`src/rtl/core/upd_pkg.sv`:
```
// Package for the URL percent decoder: result-entry type, mode codes, character constants.
// Has no dependencies. The front, queue, back and top-level modules all import it.
package upd_pkg;

  localparam int unsigned QueueDepth = 4;

  localparam logic [7:0] CHAR_NUL     = 8'h00;
  localparam logic [7:0] CHAR_PLUS    = 8'h2B;
  localparam logic [7:0] CHAR_PERCENT = 8'h25;
  localparam logic [7:0] CHAR_SPACE   = 8'h20;

  // Number of results that one entry expands into.
  localparam logic [1:0] CNT_NONE  = 2'd0;
  localparam logic [1:0] CNT_ONE   = 2'd1;
  localparam logic [1:0] CNT_TWO   = 2'd2;
  localparam logic [1:0] CNT_THREE = 2'd3;

  typedef enum logic [3:0] {
    MODE_NORMAL  = 4'b0001,
    MODE_PERCENT = 4'b0010,
    MODE_DIGIT   = 4'b0100,
    MODE_DISCARD = 4'b1000
  } mode_t;

  // A count of one sends data with last.
  // A count of two sends a percent sign and then the terminator.
  // A count of three sends a percent sign, then data (the held byte), then the terminator.
  typedef struct packed {
    logic [1:0] cnt;
    logic [7:0] data;
    logic       last;
  } entry_t;

  typedef struct packed {
    logic full;
    logic empty;
  } queue_status_t;

  // Returns {is_hex, value}.
  function automatic logic [4:0] hex_value(input logic [7:0] c);
    logic [4:0] r;
    r = 5'b0;
    if (c >= 8'h30 && c <= 8'h39) begin
      r = {1'b1, 4'(c - 8'h30)};
    end else if (c >= 8'h61 && c <= 8'h66) begin
      r = {1'b1, 4'(c - 8'h57)};
    end else if (c >= 8'h41 && c <= 8'h46) begin
      r = {1'b1, 4'(c - 8'h37)};
    end
    return r;
  endfunction

endpackage

```
`src/rtl/core/upd_front.sv`:
```
// Front end of the URL percent decoder: takes input bytes, runs the escape state
// machine and writes one result entry per request that produces output. Uses upd_pkg.
module upd_front
  import upd_pkg::*;
(
  input  logic          clk,
  input  logic          rst,
  input  logic          in_valid,
  input  logic [7:0]    in_byte,
  output logic          in_stall,
  input  queue_status_t q_status,
  output logic          push,
  output entry_t        push_entry
);

  mode_t      mode, mode_next;
  logic [7:0] held, held_next;
  logic       accept;
  logic [4:0] hi, lo;
  logic [7:0] v;

  assign in_stall = q_status.full;
  assign accept   = in_valid && !in_stall;

  always_comb begin
    hi = hex_value(held);
    lo = hex_value(in_byte);
    if (!hi[4]) begin
      v = 8'h00;
    end else if (!lo[4]) begin
      v = {4'h0, hi[3:0]};
    end else begin
      v = {hi[3:0], lo[3:0]};
    end
  end

  always_comb begin
    mode_next  = mode;
    held_next  = held;
    push_entry = '{cnt: CNT_NONE, data: CHAR_NUL, last: 1'b0};
    unique case (mode)
      MODE_NORMAL: begin
        if (in_byte == CHAR_NUL) begin
          push_entry = '{cnt: CNT_ONE, data: CHAR_NUL, last: 1'b1};
        end else if (in_byte == CHAR_PLUS) begin
          push_entry = '{cnt: CNT_ONE, data: CHAR_SPACE, last: 1'b0};
        end else if (in_byte == CHAR_PERCENT) begin
          mode_next = MODE_PERCENT;
        end else begin
          push_entry = '{cnt: CNT_ONE, data: in_byte, last: 1'b0};
        end
      end
      MODE_PERCENT: begin
        if (in_byte == CHAR_NUL) begin
          push_entry = '{cnt: CNT_TWO, data: CHAR_NUL, last: 1'b1};
          mode_next  = MODE_NORMAL;
        end else begin
          held_next = in_byte;
          mode_next = MODE_DIGIT;
        end
      end
      MODE_DIGIT: begin
        if (in_byte == CHAR_NUL) begin
          // A truncated escape passes through literally.
          push_entry = '{cnt: CNT_THREE, data: held, last: 1'b1};
          mode_next  = MODE_NORMAL;
        end else if (v == CHAR_NUL) begin
          push_entry = '{cnt: CNT_ONE, data: CHAR_NUL, last: 1'b1};
          mode_next  = MODE_DISCARD;
        end else begin
          push_entry = '{cnt: CNT_ONE, data: v, last: 1'b0};
          mode_next  = MODE_NORMAL;
        end
      end
      MODE_DISCARD: begin
        if (in_byte == CHAR_NUL) begin
          mode_next = MODE_NORMAL;
        end
      end
      default: begin
        mode_next = MODE_NORMAL;
      end
    endcase
  end

  assign push = accept && (push_entry.cnt != CNT_NONE);

  always_ff @(posedge clk) begin
    if (rst) begin
      mode <= MODE_NORMAL;
      held <= CHAR_NUL;
    end else if (accept) begin
      mode <= mode_next;
      held <= held_next;
    end
  end

endmodule

```
`src/rtl/core/upd_queue.sv`:
```
// Short entry queue between the front and back of the URL percent decoder.
// Register array with read and write pointers. Uses upd_pkg.
module upd_queue
  import upd_pkg::*;
#(
  parameter int unsigned DEPTH = QueueDepth
) (
  input  logic          clk,
  input  logic          rst,
  input  logic          push,
  input  entry_t        push_entry,
  input  logic          pop,
  output entry_t        head,
  output queue_status_t status
);

  localparam int unsigned PtrW = (DEPTH > 1) ? $clog2(DEPTH) : 1;
  localparam int unsigned CntW = $clog2(DEPTH + 1);
  localparam logic [PtrW-1:0] LastPtr = PtrW'(DEPTH - 1);
  localparam logic [CntW-1:0] Full    = CntW'(DEPTH);

  entry_t          mem [DEPTH];
  logic [PtrW-1:0] wr_ptr, rd_ptr;
  logic [CntW-1:0] count;

  assign status.full  = (count == Full);
  assign status.empty = (count == '0);
  assign head         = mem[rd_ptr];

  always_ff @(posedge clk) begin
    if (push) begin
      mem[wr_ptr] <= push_entry;
    end
  end

  always_ff @(posedge clk) begin
    if (rst) begin
      wr_ptr <= '0;
      rd_ptr <= '0;
      count  <= '0;
    end else begin
      if (push) begin
        wr_ptr <= (wr_ptr == LastPtr) ? '0 : wr_ptr + 1'b1;
      end
      if (pop) begin
        rd_ptr <= (rd_ptr == LastPtr) ? '0 : rd_ptr + 1'b1;
      end
      if (push && !pop) begin
        count <= count + 1'b1;
      end else if (pop && !push) begin
        count <= count - 1'b1;
      end
    end
  end

endmodule

```
`src/rtl/core/upd_back.sv`:
```
// Back end of the URL percent decoder: expands each queued entry into one to
// three output results and drives the output channel. Uses upd_pkg.
module upd_back
  import upd_pkg::*;
(
  input  logic          clk,
  input  logic          rst,
  input  entry_t        head,
  input  queue_status_t q_status,
  output logic          pop,
  output logic          out_valid,
  input  logic          out_stall,
  output logic [7:0]    out_byte,
  output logic          out_last
);

  entry_t     cur;
  logic       cur_valid;
  logic [1:0] idx;
  logic       final_piece;
  logic       take;

  assign out_valid   = cur_valid;
  assign take        = cur_valid && !out_stall;
  assign final_piece = (idx == cur.cnt - 2'd1);
  assign pop         = !q_status.empty && (!cur_valid || (take && final_piece));

  always_comb begin
    if (cur.cnt == CNT_ONE) begin
      out_byte = cur.data;
      out_last = cur.last;
    end else begin
      out_last = final_piece;
      if (idx == 2'd0) begin
        out_byte = CHAR_PERCENT;
      end else if (idx == 2'd1 && cur.cnt == CNT_THREE) begin
        out_byte = cur.data;
      end else begin
        out_byte = CHAR_NUL;
      end
    end
  end

  always_ff @(posedge clk) begin
    if (pop) begin
      cur <= head;
    end
  end

  always_ff @(posedge clk) begin
    if (rst) begin
      cur_valid <= 1'b0;
      idx       <= 2'd0;
    end else if (pop) begin
      cur_valid <= 1'b1;
      idx       <= 2'd0;
    end else if (take) begin
      if (final_piece) begin
        cur_valid <= 1'b0;
        idx       <= 2'd0;
      end else begin
        idx <= idx + 2'd1;
      end
    end
  end

endmodule

```
`src/rtl/core/url_percent_decoder.sv`:
```
// Streaming URL form-encoded decoder, one input byte per request. Bytes may arrive
// back to back. Most bytes give one result, an escape gives one result on its last
// digit, and a truncated escape at a terminator gives two or three. The back end sends
// one result per cycle unless the output stalls, and the entry queue (QUEUE_DEPTH
// entries) absorbs those bursts. No string gives more results than it has input
// bytes, so the sustained input rate is one byte per cycle unless the output side
// stalls. The input stalls whenever the queue is full.
// A plus sign decodes to a space. A percent sign with two hex digits decodes to one byte.
// A decoded zero byte ends the string and drops the input through its terminator.
// Top level. Instantiates upd_front, upd_queue and upd_back; uses upd_pkg.
module url_percent_decoder
  import upd_pkg::*;
#(
  parameter int unsigned QUEUE_DEPTH = QueueDepth
) (
  input  logic       clk,
  input  logic       rst,
  input  logic       in_valid,
  output logic       in_stall,
  input  logic [7:0] in_byte,
  output logic       out_valid,
  input  logic       out_stall,
  output logic [7:0] out_byte,
  output logic       out_last
);

  queue_status_t q_status;
  logic          push, pop;
  entry_t        push_entry, head;

  upd_front u_front (
    .clk        (clk),
    .rst        (rst),
    .in_valid   (in_valid),
    .in_byte    (in_byte),
    .in_stall   (in_stall),
    .q_status   (q_status),
    .push       (push),
    .push_entry (push_entry)
  );

  upd_queue #(
    .DEPTH (QUEUE_DEPTH)
  ) u_queue (
    .clk        (clk),
    .rst        (rst),
    .push       (push),
    .push_entry (push_entry),
    .pop        (pop),
    .head       (head),
    .status     (q_status)
  );

  upd_back u_back (
    .clk       (clk),
    .rst       (rst),
    .head      (head),
    .q_status  (q_status),
    .pop       (pop),
    .out_valid (out_valid),
    .out_stall (out_stall),
    .out_byte  (out_byte),
    .out_last  (out_last)
  );

`ifndef SYNTHESIS
  // The front end must never write into a full queue.
  assert property (@(posedge clk) disable iff (rst) push |-> !q_status.full)
    else $error("queue written while full");

  // The back end must never read an empty queue.
  assert property (@(posedge clk) disable iff (rst) pop |-> !q_status.empty)
    else $error("queue read while empty");

  // A stalled result stays valid and unchanged until it is taken.
  assert property (@(posedge clk) disable iff (rst)
      (out_valid && out_stall) |=> (out_valid && $stable(out_byte) && $stable(out_last)))
    else $error("stalled result changed");
`endif

endmodule
```
`config.mk`:
```
export PLATFORM = sky130hd
export DESIGN_NAME = url_percent_decoder
export DESIGN_NICKNAME = d
export VERILOG_FILES = /design/src/rtl/core/upd_pkg.sv /design/src/rtl/core/upd_front.sv /design/src/rtl/core/upd_queue.sv /design/src/rtl/core/upd_back.sv /design/src/rtl/core/url_percent_decoder.sv
export SDC_FILE = /design/constraint.sdc
export NUM_CORES = 1
export LEC_CHECK = 0
export BUFFER_PORTS_ARGS = -buffer_cell sky130_fd_sc_hd__buf_2
export CAP_MARGIN = 15
export CORE_ASPECT_RATIO = 1.5
export CORE_UTILIZATION = 45
export DETAILED_ROUTE_END_ITERATION = 10
export GPL_ROUTABILITY_DRIVEN = 0
export PLACE_DENSITY_LB_ADDON = 0.2
export SYNTH_ARGS = -nofsm -noshare
export SYNTH_HDL_FRONTEND = slang
export SYNTH_SLANG_ARGS = --single-unit
```
`constraint.sdc`:
```
create_clock -name clk -period 4.55 [get_ports clk]
set_input_delay 0.91 -clock clk [delete_from_list [all_inputs] [get_ports clk]]
set_output_delay 0.91 -clock clk [all_outputs]
set_load 0.02 [all_outputs]
```
==> results.txt <==
Number of antenna cells inserted: 0. The flow ran to the end, and the final reports show no timing, DRC or antenna violations. For the worst setup path, the data arrival time is 3850 ps. After detailed routing, the average wire length per cell comes to 16.9 um.

The path class of the tightest hold or removal check is reg2reg. Max-cap violations in this run came to 0. The tools report the count of pins on the block boundary as 23.

The post-place setup slack was 621 ps. The floorplan step set the die height to 119 um. Most used flip-flop cell after synthesis: sky130_fd_sc_hd__edfxtp_1.

The tree is rooted in a sky130_fd_sc_hd__clkbuf_16. Post-synthesis net count: 376. The number of setup buffers added after CTS is 0. The setup path with the least slack is of type in2reg. The first global-routing pass estimated 13200 um of wire.

Global routing finished with a remaining overflow of 0. Counting flops with a built-in enable in the synthesized netlist gives 55. For the pin count of the biggest net entering global routing, the log shows 25. The initial antenna violation count was 0. For this run, the detailed router's first-pass iteration total came to 4. The cell area that synthesis handed to floorplanning was 4070 um^2.

Hold repair after CTS inserted 0 buffers. The fraction of synthesis flops using an asynchronous set or reset pin works out to 0%. The die is 79.7 um wide. The tools report the number of endpoints failing setup at the final stage as 0. Yosys attributes the largest share of cell area to sky130_fd_sc_hd__edfxtp_1 (41%), sky130_fd_sc_hd__dfxtp_1 (11%), sky130_fd_sc_hd__mux4_2 (6.1%), sky130_fd_sc_hd__ha_1 (5.5%), sky130_fd_sc_hd__mux2i_1 (2.9%). The reg2reg setup slack is 1530 ps.

Setup repair after global routing left no endpoint under its margin. Across the VDD grid, the largest voltage drop is 0.270 mV. The initial utilization of the core area, before any placement, comes to 46.1%.

Leaving out fill and tap cells, the most frequent cell in the layout is sky130_fd_sc_hd__edfxtp_1. Compared with the post-synthesis result, the final layout area differs by 12.9%. For the total wirelength of the detailed-routed design, the log shows 8080 um.

Counting distinct cell types in the post-synthesis netlist gives 62. Measured against its own limit, the worst slew margin works out to 44.1%. In this run the worst path has a maximum fanout of 9. The tools report the core area as 8830 um^2. The biggest area contributor in the post-synthesis netlist is sky130_fd_sc_hd__edfxtp_1.

The H-tree generated during clock tree synthesis spans 3 levels. The floorplan has 42 rows. Endpoint of the worst register-to-register path: u_queue.mem[2][2]. The logs give 52.1% for the final design utilization and 158 for the first-iteration detailed-routing DRC count. For the number of global-route vias before repair, the log shows 2723. The later pin in the worst-skew pair is clocked with a latency of 340 ps.

STA classifies the critical path startpoint as an input port. Global routing consumed, over all layers together, 18.9% of the routing resources. Summed over all nets, the half-perimeter wirelength after detailed placement is 5910 um. The worst setup path is captured at a flop.

The timing startpoint of the critical path was in_byte[3]. In this run the static leakage power is 1.63 nW. The critical path goes through buf_2 -> or3_4 -> or4_1 -> o21ai_1 -> a21oi_1 -> nor2_4 -> ha_1 -> inv_1 -> fa_1 -> xor2_1 -> or3_1 -> a21oi_1.

Number of clock sinks seen by CTS: 77. Counting stages on the worst path, the most repeated cell is sky130_fd_sc_hd__a21oi_1. The tools report the DRC violations left as 0. The critical path ends at u_queue.count[2].

Total count of max-transition violations in the final report: 0. The antenna violation net count after detailed routing came out at 0. Post-CTS repair changed the size of 0 cells.

The finished layout holds 478 standard cells, fillers aside. Based on the critical path, the design can be clocked at up to 279 MHz. Counting the buffers created by CTS gives 9. At the worst endpoint, the required time is 4820 ps. Clock skew on the completed layout was measured at 5.58 ps.

Dividing the final minimum period by the clock period gives 78.8%. The quantity of I/O buffers inserted on ports came out at 22. Startpoint of the worst register-to-register path: u_front.held[0]. TritonCTS built the clock tree.

The final setup slack of the worst path is 963 ps, and the aggregate negative setup slack is 0 ps. The proportion of netlist area held by the largest area contributor was 40.5%; the register clock-pin slew on the reported worst setup and hold paths was 60 ps. The die covers 9450 um^2. In the layout the commonest cells are sky130_fd_sc_hd__edfxtp_1 (55), sky130_fd_sc_hd__nor2_1 (24), sky130_fd_sc_hd__a21oi_1 (23), sky130_fd_sc_hd__nand2_1 (23). A synthesized cell averages 11.8 um^2.

Sequential cells were found to cover 51.4% of the synthesized design area. Counting flops and latches in the post-synthesis netlist gives 77. The Yosys step of the flow raised 0 warnings.

Power spread over the standard cell area amounts to 529 nW/um^2. For this run, the slowest stage of the critical path takes 650 ps. The routed layout has 2759 vias.

Slowest stage cell on the critical path: sky130_fd_sc_hd__or4_1. For the number of buffers on the longest clock path, the log shows 2. The final-report hold violation count came out at 0. The number of nets in the layout was 395.

The run gives 345 as the post-synthesis instance total. After detailed routing, the number of vias per cell comes to 5.77. At the pin with the least slew margin, the transition time is 837 ps. For the worst flop-to-flop path, the logic depth is 8. Of the cells placed in the final design, the portion with a size suffix greater than 1 is 17.4%. The routed design could run at a clock period as short as 3590 ps.

The number of placed instances, taps included, is 462.
-- Yosys cell counts (all sizes together) (5+ instances only) --
| library cell | number |
|---|---|
| a21oi | 23 |
| nor3 | 8 |
| ha | 18 |
| mux2i | 12 |
| mux4 | 11 |
| nor2 | 26 |
| xor2 | 5 |
| nor2b | 5 |
| nand2b | 12 |
| inv | 14 |
| dfxtp | 22 |
| and2 | 8 |
| nor3b | 5 |
| buf | 9 |
| o21ai | 18 |
| nand2 | 23 |
| clkbuf | 8 |
| edfxtp | 55 |
-- per-stage QoR --
| step | cell area [um^2] | power (mW) | hold slack (ps) |
|---|---|---|---|
| after floorplan | 4070 | 1.49 | 480 |
| after global placement | 4250 | 1.64 | 503 |
| after detailed placement | 4250 | 1.66 | 542 |
| after CTS | 4590 | 2.47 | 550 |
| after global routing | 4600 | 2.58 | 581 |
| final | 4600 | 2.43 | 551 |
-- registers in the layout, indices dropped and copies added (netlist names) --
signal	count
u_back.out_valid	1
u_queue.count	3
u_back.cur	11
u_queue.mem	44
u_front.held	8
u_queue.rd_ptr	2
u_back.idx	2
u_queue.wr_ptr	2
u_front.mode	4
-- report_power, final --
part | internal [mW] | switching [mW] | total (mW)
registers | 0.929 | 0.0939 | 1.02
logic | 0.262 | 0.343 | 0.605
clock network | 0.533 | 0.273 | 0.806
total | 1.72 | 0.709 | 2.43
-- layer usage --
layer	vias to the layer above	share of wire [%]	GRT usage [%]
met5	-	0	0
met4	0	4.6	11.8
met3	27	3.5	4.32
met2	69	54	32.1
met1	1318	38	20.8
li1	1345	-	-
-- worst max-delay path: cells and delay by family --
family | cells | cell delay, ps
XOR/XNOR | 1 | 170
adder cells (fa/ha/maj) | 2 | 580
AO/OA/AOI/OAI | 3 | 430
AND/OR/NAND/NOR | 4 | 1520
buffers and inverters | 2 | 220
-- cells by family (layout without fill, tap and decap cells) --
group                      count (synthesis)  count (layout)  share of synthesized area [%]
xor gates and xnor gates                   6               6                           1.29
DFF                                       77              77                           51.4
adders and majority gates                 19              19                           6.02
buffers and inverters                     31              54                           3.47
muxes                                     23              23                           9.03
and+or+nand+nor                          110             110                           15.5
AOI/OAI and AO/OA                         79              79                           13.3
-- cell type report --
class / instances / area, um^2
Fill cell: 782 / 4230
Tap cell: 110 / 138
Sequential cell: 77 / 2090
Timing Repair Buffer: 25 / 138
Multi-Input combinational cell: 237 / 1840
Clock inverter: 6 / 113
Inverter: 14 / 52.6
Clock buffer: 9 / 225
-- how the worst min path moves through the flow --
stage / startpoint / endpoint / cells after the start
detailed placement: u_queue.count[2] / u_queue.count[2] / 2
global placement: u_queue.count[2] / u_queue.count[2] / 2
floorplan: u_queue.count[2] / u_queue.count[2] / 2
CTS: u_queue.count[2] / u_queue.count[2] / 2
global route: u_back.out_valid / u_back.out_valid / 2
finish: u_queue.count[2] / u_queue.count[2] / 2
No activity file was read; power rests on OpenSTA's default activity.
